<file path="config.mk">
export PLATFORM = sky130hd
export DESIGN_NAME = tftp_client_transfer_control
export DESIGN_NICKNAME = d
export VERILOG_FILES = /design/src/hw/rtl/tftpc_pkg.sv /design/src/hw/rtl/tftpc_in_stage.sv /design/src/hw/rtl/tftpc_engine.sv /design/src/hw/rtl/tftpc_out_stage.sv /design/src/hw/rtl/tftp_client_transfer_control.sv
export SDC_FILE = /design/constraint.sdc
export NUM_CORES = 1
export LEC_CHECK = 0
export ABC_AREA = 1
export BUFFER_PORTS_ARGS = -buffer_cell sky130_fd_sc_hd__buf_2
export CORE_UTILIZATION = 63
export CTS_BUF_LIST = sky130_fd_sc_hd__clkbuf_4
export DETAILED_ROUTE_END_ITERATION = 10
export PLACE_DENSITY = 0.83
export SLEW_MARGIN = 30
export SYNTH_ARGS = -nofsm -noshare
export SYNTH_HDL_FRONTEND = slang
export SYNTH_SLANG_ARGS = --single-unit
</file>
<file path="constraint.sdc">
create_clock -name clk -period 10.7 [get_ports clk]
set_input_delay 1.605 -clock clk [delete_from_list [all_inputs] [get_ports clk]]
set_output_delay 1.605 -clock clk [all_outputs]
set_load 0.02 [all_outputs]
</file>
<file path="src/hw/rtl/tftpc_pkg.sv">
// Shared types and codes for the TFTP client transfer control block.
// No dependencies; every other file in hw/rtl refers to this package.
package tftpc_pkg;

    // Event kinds
    localparam logic [1:0] OP_START   = 2'd0;
    localparam logic [1:0] OP_PACKET  = 2'd1;
    localparam logic [1:0] OP_TIMEOUT = 2'd2;

    // TFTP opcodes the block acts on
    localparam logic [15:0] PKT_DATA  = 16'd3;
    localparam logic [15:0] PKT_ACK   = 16'd4;
    localparam logic [15:0] PKT_ERROR = 16'd5;
    localparam logic [15:0] PKT_OACK  = 16'd6;

    // ERROR packet codes with a status of their own
    localparam logic [15:0] ERR_NOT_FOUND = 16'd1;
    localparam logic [15:0] ERR_DENIED    = 16'd2;

    // Actions
    localparam logic [1:0] SEND_NONE = 2'd0;
    localparam logic [1:0] SEND_REQ  = 2'd1;
    localparam logic [1:0] SEND_ACK  = 2'd2;
    localparam logic [1:0] SEND_DATA = 2'd3;

    // Completion status
    localparam logic [2:0] ST_OK        = 3'd0;
    localparam logic [2:0] ST_TIMEOUT   = 3'd1;
    localparam logic [2:0] ST_NOT_FOUND = 3'd2;
    localparam logic [2:0] ST_DENIED    = 3'd3;
    localparam logic [2:0] ST_OTHER     = 3'd4;

    // Configuration register indexes
    localparam logic [2:0] CFG_TRANSFER_MODE  = 3'd0;
    localparam logic [2:0] CFG_FILE_LENGTH    = 3'd1;
    localparam logic [2:0] CFG_BUFFER_BASE    = 3'd2;
    localparam logic [2:0] CFG_RETRY_LIMIT    = 3'd3;
    localparam logic [2:0] CFG_PROPOSED_BSIZE = 3'd4;

    // Register reset values
    localparam logic [7:0]  RETRY_LIMIT_RESET = 8'd5;
    localparam logic [15:0] BLOCK_SIZE_RESET  = 16'd512;

    // Transfer mode values
    localparam logic MODE_READ  = 1'b0;
    localparam logic MODE_WRITE = 1'b1;

    typedef enum logic [1:0] {
        PH_IDLE   = 2'b01,
        PH_ACTIVE = 2'b10
    } phase_t;

    typedef struct packed {
        logic [1:0]  operation;
        logic [15:0] packet_opcode;
        logic [15:0] block_number;
        logic [15:0] payload_length;
        logic [15:0] error_code;
        logic        option_is_block_size;
        logic [15:0] option_block_size;
    } in_word_t;

    typedef struct packed {
        logic [1:0]  send_kind;
        logic [15:0] send_block;
        logic [31:0] send_address;
        logic [15:0] send_length;
        logic        store_enable;
        logic [31:0] store_address;
        logic        finished;
        logic [2:0]  status;
        logic [31:0] received_length;
    } out_word_t;

    // Configuration write as it travels from the port to the engine
    typedef struct packed {
        logic        write;
        logic [2:0]  index;
        logic [31:0] data;
    } cfg_write_t;

endpackage

</file>
<file path="src/hw/rtl/tftpc_in_stage.sv">
// Input register of the TFTP client transfer control block.
// Depends on tftpc_pkg for the input word type.
module tftpc_in_stage (
    input  logic                 clk,
    input  logic                 rst_n,
    input  logic                 in_valid,
    output logic                 in_stall,
    input  tftpc_pkg::in_word_t  in_word,
    output logic                 item_valid,
    output tftpc_pkg::in_word_t  item,
    input  logic                 item_take
);

    logic                valid_reg;
    logic                valid_next;
    tftpc_pkg::in_word_t word_reg;

    // Stall only while a held word cannot move on this cycle
    assign in_stall   = valid_reg && !item_take;
    assign item_valid = valid_reg;
    assign item       = word_reg;

    always_comb
    begin
        valid_next = valid_reg;
        if (!in_stall)
        begin
            valid_next = in_valid;
        end
    end

    always_ff @(posedge clk or negedge rst_n)
    begin
        if (!rst_n)
        begin
            valid_reg <= 1'b0;
        end
        else
        begin
            valid_reg <= valid_next;
        end
    end

    // Capture a new word whenever the register is free
    always_ff @(posedge clk)
    begin
        if (!in_stall && in_valid)
        begin
            word_reg <= in_word;
        end
    end

endmodule

</file>
<file path="src/hw/rtl/tftpc_engine.sv">
// Transfer state, configuration registers and the single-pass event logic.
// Depends on tftpc_pkg for codes, the word types and the configuration struct.
module tftpc_engine (
    input  logic                   clk,
    input  logic                   rst_n,
    input  tftpc_pkg::cfg_write_t  cfg,
    input  logic                   fire,
    input  tftpc_pkg::in_word_t    item,
    output tftpc_pkg::out_word_t   result
);

    // Configuration registers
    logic        transfer_mode_reg;
    logic [31:0] file_length_reg;
    logic [31:0] buffer_base_reg;
    logic [7:0]  retry_limit_reg;
    logic [15:0] proposed_bsize_reg;

    // Transfer state
    tftpc_pkg::phase_t phase_reg, phase_next;
    logic        got_reply_reg, got_reply_next;
    logic [7:0]  timeout_count_reg, timeout_count_next;
    logic [15:0] block_size_reg, block_size_next;
    logic [15:0] last_block_reg, last_block_next;
    logic [31:0] byte_count_reg, byte_count_next;

    // Write-mode slice arithmetic
    logic [31:0] offset;
    logic [31:0] rest;
    logic [15:0] slice_length;
    logic [7:0]  timeout_bumped;
    logic        active;

    assign active         = (phase_reg == tftpc_pkg::PH_ACTIVE);
    assign offset         = {16'd0, item.block_number} * {16'd0, block_size_reg};
    assign rest           = file_length_reg - offset;
    assign slice_length   = (rest < {16'd0, block_size_reg}) ? rest[15:0] : block_size_reg;
    assign timeout_bumped = (timeout_count_reg == 8'hFF) ? timeout_count_reg
                                                         : timeout_count_reg + 8'd1;

    // Decode one event into the result and the next state
    always_comb
    begin
        result             = '0;
        phase_next         = phase_reg;
        got_reply_next     = got_reply_reg;
        timeout_count_next = timeout_count_reg;
        block_size_next    = block_size_reg;
        last_block_next    = last_block_reg;
        byte_count_next    = byte_count_reg;

        case (item.operation)
            tftpc_pkg::OP_START:
            begin
                phase_next         = tftpc_pkg::PH_ACTIVE;
                got_reply_next     = 1'b0;
                timeout_count_next = 8'd0;
                block_size_next    = proposed_bsize_reg;
                last_block_next    = 16'd0;
                byte_count_next    = 32'd0;
                result.send_kind   = tftpc_pkg::SEND_REQ;
            end
            tftpc_pkg::OP_TIMEOUT:
            begin
                if (active)
                begin
                    timeout_count_next = timeout_bumped;
                    if (timeout_bumped >= retry_limit_reg)
                    begin
                        result.finished = 1'b1;
                        result.status   = tftpc_pkg::ST_TIMEOUT;
                        phase_next      = tftpc_pkg::PH_IDLE;
                    end
                    else if (!got_reply_reg)
                    begin
                        result.send_kind = tftpc_pkg::SEND_REQ;
                    end
                end
            end
            tftpc_pkg::OP_PACKET:
            begin
                if (active)
                begin
                    got_reply_next     = 1'b1;
                    timeout_count_next = 8'd0;
                    if (item.packet_opcode == tftpc_pkg::PKT_ACK
                        && transfer_mode_reg == tftpc_pkg::MODE_WRITE)
                    begin
                        if (file_length_reg > offset)
                        begin
                            // Answer only the ACK for the slice last sent
                            if (item.block_number == last_block_reg)
                            begin
                                result.send_kind    = tftpc_pkg::SEND_DATA;
                                result.send_block   = item.block_number + 16'd1;
                                result.send_address = buffer_base_reg + offset;
                                result.send_length  = slice_length;
                                last_block_next     = last_block_reg + 16'd1;
                            end
                        end
                        else
                        begin
                            result.finished = 1'b1;
                            result.status   = tftpc_pkg::ST_OK;
                            phase_next      = tftpc_pkg::PH_IDLE;
                        end
                    end
                    else if (item.packet_opcode == tftpc_pkg::PKT_DATA
                             && transfer_mode_reg == tftpc_pkg::MODE_READ)
                    begin
                        // Store new blocks, acknowledge every one
                        if (item.block_number != last_block_reg)
                        begin
                            result.store_enable  = 1'b1;
                            result.store_address = buffer_base_reg + byte_count_reg;
                            byte_count_next      = byte_count_reg
                                                   + {16'd0, item.payload_length};
                            last_block_next      = item.block_number;
                        end
                        result.send_kind  = tftpc_pkg::SEND_ACK;
                        result.send_block = item.block_number;
                        if (item.payload_length < block_size_reg)
                        begin
                            result.finished = 1'b1;
                            result.status   = tftpc_pkg::ST_OK;
                            phase_next      = tftpc_pkg::PH_IDLE;
                        end
                    end
                    else if (item.packet_opcode == tftpc_pkg::PKT_ERROR)
                    begin
                        result.finished = 1'b1;
                        phase_next      = tftpc_pkg::PH_IDLE;
                        if (item.error_code == tftpc_pkg::ERR_NOT_FOUND)
                        begin
                            result.status = tftpc_pkg::ST_NOT_FOUND;
                        end
                        else if (item.error_code == tftpc_pkg::ERR_DENIED)
                        begin
                            result.status = tftpc_pkg::ST_DENIED;
                        end
                        else
                        begin
                            result.status = tftpc_pkg::ST_OTHER;
                        end
                    end
                    else if (item.packet_opcode == tftpc_pkg::PKT_OACK)
                    begin
                        if (item.option_is_block_size)
                        begin
                            block_size_next = item.option_block_size;
                        end
                        result.send_kind  = tftpc_pkg::SEND_ACK;
                        result.send_block = 16'd0;
                    end
                end
            end
            default:
            begin
                result.send_kind = tftpc_pkg::SEND_NONE;
            end
        endcase

        result.received_length = byte_count_next;
    end

    // Hold configuration; the user must write only while idle, the block does not enforce it
    always_ff @(posedge clk or negedge rst_n)
    begin
        if (!rst_n)
        begin
            transfer_mode_reg  <= tftpc_pkg::MODE_READ;
            file_length_reg    <= 32'd0;
            buffer_base_reg    <= 32'd0;
            retry_limit_reg    <= tftpc_pkg::RETRY_LIMIT_RESET;
            proposed_bsize_reg <= tftpc_pkg::BLOCK_SIZE_RESET;
        end
        else if (cfg.write)
        begin
            case (cfg.index)
                tftpc_pkg::CFG_TRANSFER_MODE:  transfer_mode_reg  <= cfg.data[0];
                tftpc_pkg::CFG_FILE_LENGTH:    file_length_reg    <= cfg.data;
                tftpc_pkg::CFG_BUFFER_BASE:    buffer_base_reg    <= cfg.data;
                tftpc_pkg::CFG_RETRY_LIMIT:    retry_limit_reg    <= cfg.data[7:0];
                tftpc_pkg::CFG_PROPOSED_BSIZE: proposed_bsize_reg <= cfg.data[15:0];
                default:                       transfer_mode_reg  <= transfer_mode_reg;
            endcase
        end
    end

    // Advance transfer state once per processed event
    always_ff @(posedge clk or negedge rst_n)
    begin
        if (!rst_n)
        begin
            phase_reg         <= tftpc_pkg::PH_IDLE;
            got_reply_reg     <= 1'b0;
            timeout_count_reg <= 8'd0;
            block_size_reg    <= tftpc_pkg::BLOCK_SIZE_RESET;
            last_block_reg    <= 16'd0;
            byte_count_reg    <= 32'd0;
        end
        else if (fire)
        begin
            phase_reg         <= phase_next;
            got_reply_reg     <= got_reply_next;
            timeout_count_reg <= timeout_count_next;
            block_size_reg    <= block_size_next;
            last_block_reg    <= last_block_next;
            byte_count_reg    <= byte_count_next;
        end
    end

    // A finishing event leaves the transfer idle
    assert property (@(posedge clk) disable iff (!rst_n)
        (fire && result.finished) |=> (phase_reg == tftpc_pkg::PH_IDLE))
        else $error("transfer still active after finishing event");

    // A start leaves a fresh active transfer with the proposed block size
    assert property (@(posedge clk) disable iff (!rst_n)
        (fire && item.operation == tftpc_pkg::OP_START) |=>
        (phase_reg == tftpc_pkg::PH_ACTIVE && timeout_count_reg == 8'd0
         && byte_count_reg == 32'd0 && block_size_reg == $past(proposed_bsize_reg)))
        else $error("start did not reload transfer state");

    // Reported length follows the byte counter
    assert property (@(posedge clk) disable iff (!rst_n)
        fire |=> (byte_count_reg == $past(result.received_length)))
        else $error("received length and byte counter disagree");

    // A stored payload is always acknowledged in the same word
    assert property (@(posedge clk) disable iff (!rst_n)
        (fire && result.store_enable) |-> (result.send_kind == tftpc_pkg::SEND_ACK))
        else $error("payload stored without an ACK");

endmodule

</file>
<file path="src/hw/rtl/tftpc_out_stage.sv">
// Result register of the TFTP client transfer control block.
// Depends on tftpc_pkg for the result word type.
module tftpc_out_stage (
    input  logic                  clk,
    input  logic                  rst_n,
    input  logic                  load_valid,
    output logic                  load_ready,
    input  tftpc_pkg::out_word_t  load_word,
    output logic                  out_valid,
    input  logic                  out_stall,
    output tftpc_pkg::out_word_t  out_word
);

    logic                 valid_reg;
    logic                 valid_next;
    tftpc_pkg::out_word_t word_reg;

    // Free when empty or when the held word leaves this cycle
    assign load_ready = !valid_reg || !out_stall;
    assign out_valid  = valid_reg;
    assign out_word   = word_reg;

    always_comb
    begin
        valid_next = valid_reg;
        if (load_ready)
        begin
            valid_next = load_valid;
        end
    end

    always_ff @(posedge clk or negedge rst_n)
    begin
        if (!rst_n)
        begin
            valid_reg <= 1'b0;
        end
        else
        begin
            valid_reg <= valid_next;
        end
    end

    always_ff @(posedge clk)
    begin
        if (load_ready && load_valid)
        begin
            word_reg <= load_word;
        end
    end

endmodule

</file>
<file path="src/hw/rtl/tftp_client_transfer_control.sv">
// TFTP client transfer control: one event word in (start, packet header or
// timeout tick), one action word out per event. The block takes one event
// every clock cycle while the result register is not stalled. An accepted
// event is held in the input register while its whole decode runs in a single
// pass into the result register, which then presents its action word. That
// combinational path is led by the 16 x 16 block-number times block-size
// multiply and the 32-bit length compare. A stalled, full result register
// holds the input register, and a further event then sees in_stall.
// Configuration registers are written through cfg_write/cfg_index/cfg_data;
// the user must write them while no event is in flight; the block does not check.
// Depends on tftpc_pkg, tftpc_in_stage, tftpc_engine and tftpc_out_stage.
module tftp_client_transfer_control (
    input  logic                  clk,
    input  logic                  rst_n,
    input  logic                  cfg_write,
    input  logic [2:0]            cfg_index,
    input  logic [31:0]           cfg_data,
    input  logic                  in_valid,
    output logic                  in_stall,
    input  tftpc_pkg::in_word_t   in_word,
    output logic                  out_valid,
    input  logic                  out_stall,
    output tftpc_pkg::out_word_t  out_word
);

    tftpc_pkg::cfg_write_t cfg;
    tftpc_pkg::in_word_t   item;
    tftpc_pkg::out_word_t  result;
    logic                  item_valid;
    logic                  load_ready;
    logic                  fire;

    assign cfg.write = cfg_write;
    assign cfg.index = cfg_index;
    assign cfg.data  = cfg_data;

    // Process the held event when the result register can take it
    assign fire = item_valid && load_ready;

    tftpc_in_stage u_in_stage (
        .clk        (clk),
        .rst_n      (rst_n),
        .in_valid   (in_valid),
        .in_stall   (in_stall),
        .in_word    (in_word),
        .item_valid (item_valid),
        .item       (item),
        .item_take  (load_ready)
    );

    tftpc_engine u_engine (
        .clk    (clk),
        .rst_n  (rst_n),
        .cfg    (cfg),
        .fire   (fire),
        .item   (item),
        .result (result)
    );

    tftpc_out_stage u_out_stage (
        .clk        (clk),
        .rst_n      (rst_n),
        .load_valid (item_valid),
        .load_ready (load_ready),
        .load_word  (result),
        .out_valid  (out_valid),
        .out_stall  (out_stall),
        .out_word   (out_word)
    );

endmodule
</file>
; ---- After elaboration in Yosys (flattened, before gate mapping)
; Index checks and enable logic that the tools add are counted.
[word_totals]
register_bits = 384
inputBits = 123
output_inout_bits = 137
[op_classes]
add_sub_neg = 7
mul = 1
order_cmp = 4
n_eq_ne = 31
mux = 60
bitwise = 5
reduce_logical = 28
[ops]
columns = operator, n
row1 = 16-bit 2-to-1 mux, 13
row2 = 66-bit 2-to-1 mux, 2
row3 = 32-bit 2-to-1 mux, 4
row4 = 103-bit 2-to-1 mux, 1
row5 = 33-bit 2-to-1 mux, 3
row6 = 18-bit 2-to-1 mux, 4
row7 = 32-bit adder, 2
row8 = 16-bit case mux with 2 select lines, 2
row9 = 32-bit case mux with 2 select lines, 1
row10 = 16-bit by 3-bit equality test with 1-bit output (second input constant), 3
row11 = 48-bit 2-to-1 mux, 1
row12 = 16-bit by 1-bit adder with 16-bit output (second input constant), 2
row13 = 32-bit by 16-bit adder with 32-bit output, 1
row14 = 16-bit by 2-bit equality test with 1-bit output (second input constant), 2
row15 = 32-bit > comparator, 1
row16 = 32-bit by 16-bit less-than comparator with 1-bit output, 1
row17 = 16-bit by 16-bit multiplier with 32-bit output, 1
row18 = 32-bit subtractor, 1
row19 = 4-bit 2-to-1 mux, 7
row20 = 8-bit 2-to-1 mux, 3
row21 = 8-bit case mux with 3 select lines, 1
row22 = 2-bit 2-to-1 mux, 9
row23 = 16-bit by 1-bit equality test with 1-bit output (second input constant), 1
row24 = 16-bit equality test, 1
row25 = other kinds (37), 69

; ---- Longest topological paths before layout
; Gate-level depths: netlist of run 1.
[logic_depth]
word_depth = 9
depth_mapped = 48
depth_no_buf = 45

; ---- Modules after synthesis
; Synthesis of run 1 repeated with hierarchy kept, for this count alone.
[hier_totals]
hier_cells = 4081
hier_area_um2 = 32327.3
[modules_own_cells]
columns = mod, instances, cells_per_inst, area_per_inst_um2, seq_area_each_um2
row1 = tftpc_engine, 1, 3849, 25674.6, 4110.2
row2 = tftpc_out_stage, 1, 140, 4095.2, 4078.9
row3 = tftpc_in_stage, 1, 90, 2549.9, 2517.4
row4 = tftp_client_transfer_control, 1, 2, 7.5, 0.0

; ---- Least setup slack after synthesis of run 1
; OpenSTA, ideal clock, no wires.
[synth_path]
path_kind = register to register
start = register u_in_stage.word_reg (netlist bit u_in_stage.item[57])
end = register u_out_stage.word_reg (netlist bit u_out_stage.out_word[71]), data pin
arrival_ns = 7.463
required_time_ns = 10.447
slack_ns = 2.985
stages_incl_launch_ff = 36
n_path_buf = 3
synth_period_minus_slack_ns = 7.715
cell_sequence = edfxtp_1 > buf_1 > clkbuf_1 > nand2_1 > fa_1 > fa_1 > fa_1 > fa_1 > inv_1 > fa_1 > inv_1 > fa_1 > inv_1 > ha_1 > a21oi_1 > inv_1 > a21oi_1 > a21boi_0 > xnor2_1 > inv_1 > ha_1 > nand2_2 > nor2_2 > nand2_1 > inv_1 > nand2_1 > nand2_1 > xor2_1 > ha_1 > a21oi_1 > o221ai_1 > a21oi_1 > nand3_2 > buf_2 > nor2_1 > nor2_1
[synth_between]
elab_chain_cells = 4
elab_cells_between_ends = 7
[synth_rtl]
columns = item, line
row1 = from (decl), tftpc_in_stage.sv:16  ; tftpc_pkg::in_word_t word_reg;
row2 = from (signal assigned), tftpc_in_stage.sv:49  ; word_reg <= in_word;
row3 = 16-bit by 16-bit multiplier with 32-bit output, tftpc_engine.sv:35  ; assign offset = {16'd0, item.block_number} * {16'd0, block_size_reg};
row4 = 32-bit subtractor, tftpc_engine.sv:36  ; assign rest = file_length_reg - offset;
row5 = 32-bit by 16-bit less-than comparator with 1-bit output, tftpc_engine.sv:37  ; assign slice_length = (rest < {16'd0, block_size_reg}) ? rest[15:0] : block_size_reg;
row6 = 16-bit 2-to-1 mux, tftpc_engine.sv:37
row7 = to (signal assigned), tftpc_out_stage.sv:48  ; word_reg <= load_word;
row8 = to (decl), tftpc_out_stage.sv:16  ; tftpc_pkg::out_word_t word_reg;
; Several ways; a longest one is shown, not always the timed one.
; A chain may end at the register's enable or synchronous reset.

; ---- Final worst setup path of run 1
[layout_path]
start = register u_in_stage.word_reg (netlist bit u_in_stage.item[58])
end = register u_out_stage.word_reg (netlist bit u_out_stage.out_word[77]), data pin
; The elaborated chain is that of the path after synthesis.

==> results.toml, run 1 <==
[status]
outcome = "finished clean"

[global_routing]
grt_pass1_vias = 28497
grt_usage_pct = 36.7
grt.met1_usage_pct = 47.8
met2_usage_pct = 58.8
grt-ovfl-total = 0
antenna_found_initial = 4
grt.met3_usage_pct = 7.32
grt_max_degree = 103
grt_pass1_wl_um = 150000
top_usage_layer = "met2"

[logic_synthesis]
synth.area.top_cells = "edfxtp_1, nand2_1, dfrtp_1"
ys_types = 62
syn_area_per_cell_sq_um = 7.83
yosysWarnings = 0
synth_top_area_share_pct = 20.1
syn_area_sq_mm = 0.0326
synth-seq-cells = 384
synth_edf_count = 218
synth.most_common_cell = "nand2_1"
postSynthCellCount = 4161
yosys-top-cells-count = "nand2_1, inv_1, nor2_1, ha_1, o21ai_0"
async_flop_share_pct = 43.2
ys_seq_area_share_pct = 32.8
synth_top_cell_by_area = "edfxtp_1"
syn_nets = 4741
ys.flop_type = "edfxtp_1"

[worst_hold_path]
worstHoldStart = "u_engine.phase_reg[0]"
min_path_type = "reg -> reg"
min_path_cells = 2
worstHoldEndpoint = "u_engine.phase_reg[0]"

[route]
wirelength_um = 95000
wl_per_cell_um = 18.3
vias = 29065
post-route-drc-count = 0
via_per_inst = 5.61
final_antenna_net_count = 0
drt-pass1-iter-count = 9
drtIter0Drc = 2426

[setup_path]
end_kind = "flop"
slowest_delay_ns = 0.94
cp.arrival_ns = 9.84
startpoint_type = "flop"
r2r_setup_slack_ns = 1.41
r2r_end = "u_out_stage.out_word[77]"
timing.rr.start = "u_in_stage.item[58]"
path_max_fanout = 30
critical_path.slowest_cell = "edfxtp_1"
required_ns = 11.26
crit_type = "reg -> reg"
ff2ff_path_depth = 32

[clock_tree]
htreeDepth = 3
clkSinkCount = 384
clkLatencyLatePin_ns = 0.87
cts.clk_slew.worst_paths_ns = 0.08
cts_resized = 0
clockBufferDepth = 3
cts_setup_buffers = 0
cts-buffers-inserted = 103
cts_tree = "built"
hold_buffers = 0
cts_root_buf = "clkbuf_4"

[floorplan]
ioPinCount = 260
start_util_pct = 64.5
coreArea_sq_mm = 0.0506
die-width_um = 229
die_y_um = 229
rows = 82
dieArea_sq_mm = 0.0527

[placement]
place_hpwl_um = 75100
io_buffers = 259
gp_congestion = 0.961

[timing]
max_slew.worst_pin.slew_ns = 1.02
hold_viol = 0
rsz0062_at_grt = "no"
fmax_ghz = 0.108
slew_headroom_pct = 32.0
slew_viol_final = 0
finalSetupViolations = 0
fin_skew_ns = 0.0709
finalSetupTns_ns = 0
fin_crit_ns = 9.29
period_share_pct = 86.8

[layout]
fin_nets = 5003
largest_reg_flops = 135
fillers = 4164
area_growth_pct = 9.65
drive_gt1_share_pct = 11.8

[run]
cap_violations = 0
layout make-up:
type	instances	area, sq um	area share [%]
multi-input cells	2829	18300	51.3
repair buffers	276	1440	4.02
clock inverters	40	179	0.501
diodes	4	10.0	0.0280
flip-flops and latches	384	10700	30.0
inverters	829	3110	8.71
well taps	672	841	2.35
clock buffers	150	1130	3.15
metrics by stage:
stage	util (%)	setup WS (ns)	std cells	hold slack [ns]	instance area, sq um
floorplan	-	2.98	4161	0.434	32600
global placement	68.0	1.86	4989	0.459	34400
detailed placement	68.1	1.64	4990	0.457	34400
CTS	70.6	1.56	5180	0.470	35700
global route	70.7	0.869	5183	0.495	35700
finish	70.7	1.41	5184	0.469	35700
kinds of logic after synthesis:
kind of cell / Yosys count / share of synthesized area, %
AOI/OAI and AO/OA: 606 / 10.1
muxes: 2 / 0.0614
adders and majority gates: 457 / 22.1
buffers and inverters: 948 / 11.1
xor gates and xnor gates: 95 / 2.55
DFF: 384 / 32.8
and+or+nand+nor: 1669 / 21.3
how the worst max path moves through the flow:
stage,start,end,slack [ns],cells after the start
floorplan,u_in_stage.item[57],u_out_stage.out_word[71],2.98,35
global placement,u_in_stage.item[57],u_out_stage.out_word[76],1.86,32
detailed placement,u_in_stage.item[61],u_out_stage.out_word[77],1.64,32
CTS,u_in_stage.item[57],u_out_stage.out_word[77],1.56,32
global route,u_in_stage.item[57],u_out_stage.out_word[77],0.87,32
finish,u_in_stage.item[58],u_out_stage.out_word[77],1.41,32
routing by layer:
layer  routed length, um  part of all wire (%)
met5                   0                     0
met1               38300                    40
met2               43300                    46
met3                8500                   8.9
met4                4860                   5.1
worst max-delay path: cells and delay by family, from the launching register on:
family | cells | cell delay (ns)
flops | 1 | 0.94
buf+inv | 6 | 0.37
compound gates | 6 | 1.35
xor+xnor | 2 | 0.60
fa+ha+maj | 9 | 4.09
simple gates | 9 | 1.66
cells in the final DEF, fill, tap and decap left out, types with 67 or more instances in the layout:
cell type,n
nand2_1,1086
inv_1,809
nor2_1,283
ha_1,259
buf_2,258
o21ai_0,244
a21oi_1,223
edfxtp_1,218
fa_1,198
dfrtp_1,161
clkbuf_4,150
nand3_1,122
xor2_1,67
Power of run 1 is left out: the tool's default activity adds up to more than one toggle a clock period on the data nets, which glitch-free logic cannot reach.
==> run 2: changes to the inputs <==
Settings changed: CELL_PAD_IN_SITES_DETAIL_PLACEMENT set to 0, CELL_PAD_IN_SITES_GLOBAL_PLACEMENT set to 1, CORE_UTILIZATION 63 to 47, PLACE_DENSITY 0.83 to unset, PLACE_DENSITY_LB_ADDON set to 0.1.
==> run 2 against run 1 <==
Net effect:
- cell count grew 5.3%
- clock skew grew 0.024 ns
- final area is 1.5% higher
- flip-flop and latch count stayed put
- maximum frequency down 6.6%
- via count shrank 3.6%
- core utilization shrank 18 points
- worst setup slack worse by 0.65 ns
- routed wire length up 6.9%
- global-route usage decreased by 7.4 points
- critical path depth grew 1
- critical path type unchanged
- critical endpoint is now u_out_stage.out_word[87]
- largest cell class unchanged
- highest routed layer unchanged
==> results.toml, run 2 (synthesized netlist as in run 1, its figures left out) <==
[setup_path]
required_ns = 11.32
critPathLaunch = "u_in_stage.item[56]"
startpoint_type = "flop"
ff2ff_path_depth = 33
crit_type = "reg -> reg"
r2r_setup_slack_ns = 0.76
end_kind = "flop"
timing.rr.start = "u_in_stage.item[56]"
cp.arrival_ns = 10.56
r2r_end = "u_out_stage.out_word[87]"
slowest_delay_ns = 0.94
critical_path.slowest_cell = "edfxtp_1"
path_max_fanout = 23

[timing]
rsz0062_at_grt = "no"
fin_skew_ns = 0.0946
fin_crit_ns = 9.94
max_slew.worst_pin.slew_ns = 0.949
slew_viol_final = 0
fmax_ghz = 0.101
finalSetupTns_ns = 0
hold_viol = 0
finalSetupViolations = 0
slew_headroom_pct = 36.7
period_share_pct = 92.9

[layout]
drive_gt1_share_pct = 12.4
ff_latch_area_sq_mm = 0.0107
largest_reg_flops = 135
final_cell_mix = "nand2_1, inv_1, nor2_1"
mostFrequentLayoutCell = "nand2_1"
area_growth_pct = 11.3
fin_nets = 5015
multiInputGateArea_sq_mm = 0.0183
fillers = 6794

[run]
cap_violations = 0

[route]
post-route-drc-count = 0
vias = 28033
drt-pass1-iter-count = 10
final_antenna_net_count = 0
via_per_inst = 5.13
wirelength_um = 102000
drtIter0Drc = 2047
wl_per_cell_um = 18.6

[floorplan]
start_util_pct = 47.5
die-width_um = 265
ioPinCount = 260
die_y_um = 265
coreArea_sq_mm = 0.0686
rows = 96
dieArea_sq_mm = 0.0704

[clock_tree]
clkLatencyLatePin_ns = 0.92
htreeDepth = 3
cts_tree = "built"
cts.clk_slew.worst_paths_ns = 0.07
clockBufferDepth = 3
clkSinkCount = 384
cts-buffers-inserted = 107
cts_root_buf = "clkbuf_4"
cts_setup_buffers = 0
cts_resized = 0
hold_buffers = 0

[worst_hold_path]
min_path_type = "reg -> reg"
worstHoldStart = "u_engine.phase_reg[0]"
worstHoldEndpoint = "u_engine.phase_reg[0]"
min_path_cells = 2

[global_routing]
grt_pass1_vias = 27935
grt_pass1_wl_um = 158000
grt_max_degree = 133
antenna_found_initial = 3
grt_usage_pct = 29.3
grt-ovfl-total = 0

[placement]
io_buffers = 259
place_hpwl_um = 81000
gp_congestion = 0.954

[status]
outcome = "finished clean"
## run 2: worst max-delay path by stage
stage | endpoint | slack [ns] | cells past startpoint
6_report | u_out_stage.out_word[87] | 0.76 | 33
5_1_grt | u_out_stage.out_word[87] | 0.14 | 33
4_1_cts | u_out_stage.out_word[87] | 0.75 | 33
3_5_place_dp | u_out_stage.out_word[87] | 0.83 | 33
3_3_place_gp | u_out_stage.out_word[87] | 0.73 | 33
2_1_floorplan | u_out_stage.out_word[71] | 2.98 | 35
## run 2: stage by stage
step / instances / area, sq um / hold slack [ns] / util, % / setup WS [ns]
after floorplan: 4161 / 32600 / 0.434 / - / 2.98
after global placement: 5256 / 34800 / 0.459 / 50.7 / 0.731
after detailed placement: 5256 / 34800 / 0.467 / 50.7 / 0.828
after CTS: 5458 / 36300 / 0.480 / 52.9 / 0.753
after global routing: 5460 / 36300 / 0.490 / 52.9 / 0.142
final: 5460 / 36300 / 0.476 / 52.9 / 0.761
## run 2: final cells by class
class / instances / share of cell area [%]
Antenna cell: 1 / 0.00690
Clock buffer: 172 / 3.56
Clock inverter: 30 / 0.455
Inverter: 829 / 8.58
Multi-Input combinational cell: 2829 / 50.5
Sequential cell: 384 / 29.5
Tap cell: 931 / 3.21
Timing Repair Buffer: 284 / 4.20
## run 2: critical path, delay by kind of cell (launching register included)
family | cells | cell delay, ns
adder cells (fa/ha/maj) | 8 | 3.75
AND/OR/NAND/NOR | 11 | 2.78
buffers and inverters | 8 | 0.94
flip-flops | 1 | 0.94
XOR/XNOR | 1 | 0.20
AO/OA/AOI/OAI | 5 | 1.06
## run 2: per-layer routing
metal	part of all wire [%]	global-route usage [%]	vias to the layer above	wire [um]
li1	-	-	13804	-
met1	45	39.3	13313	45300
met2	47	48.9	755	47800
met3	4.8	3.25	161	4870
met4	3.6	10.6	0	3630
met5	0	0	-	0
Power of run 2 is left out for the same reason.
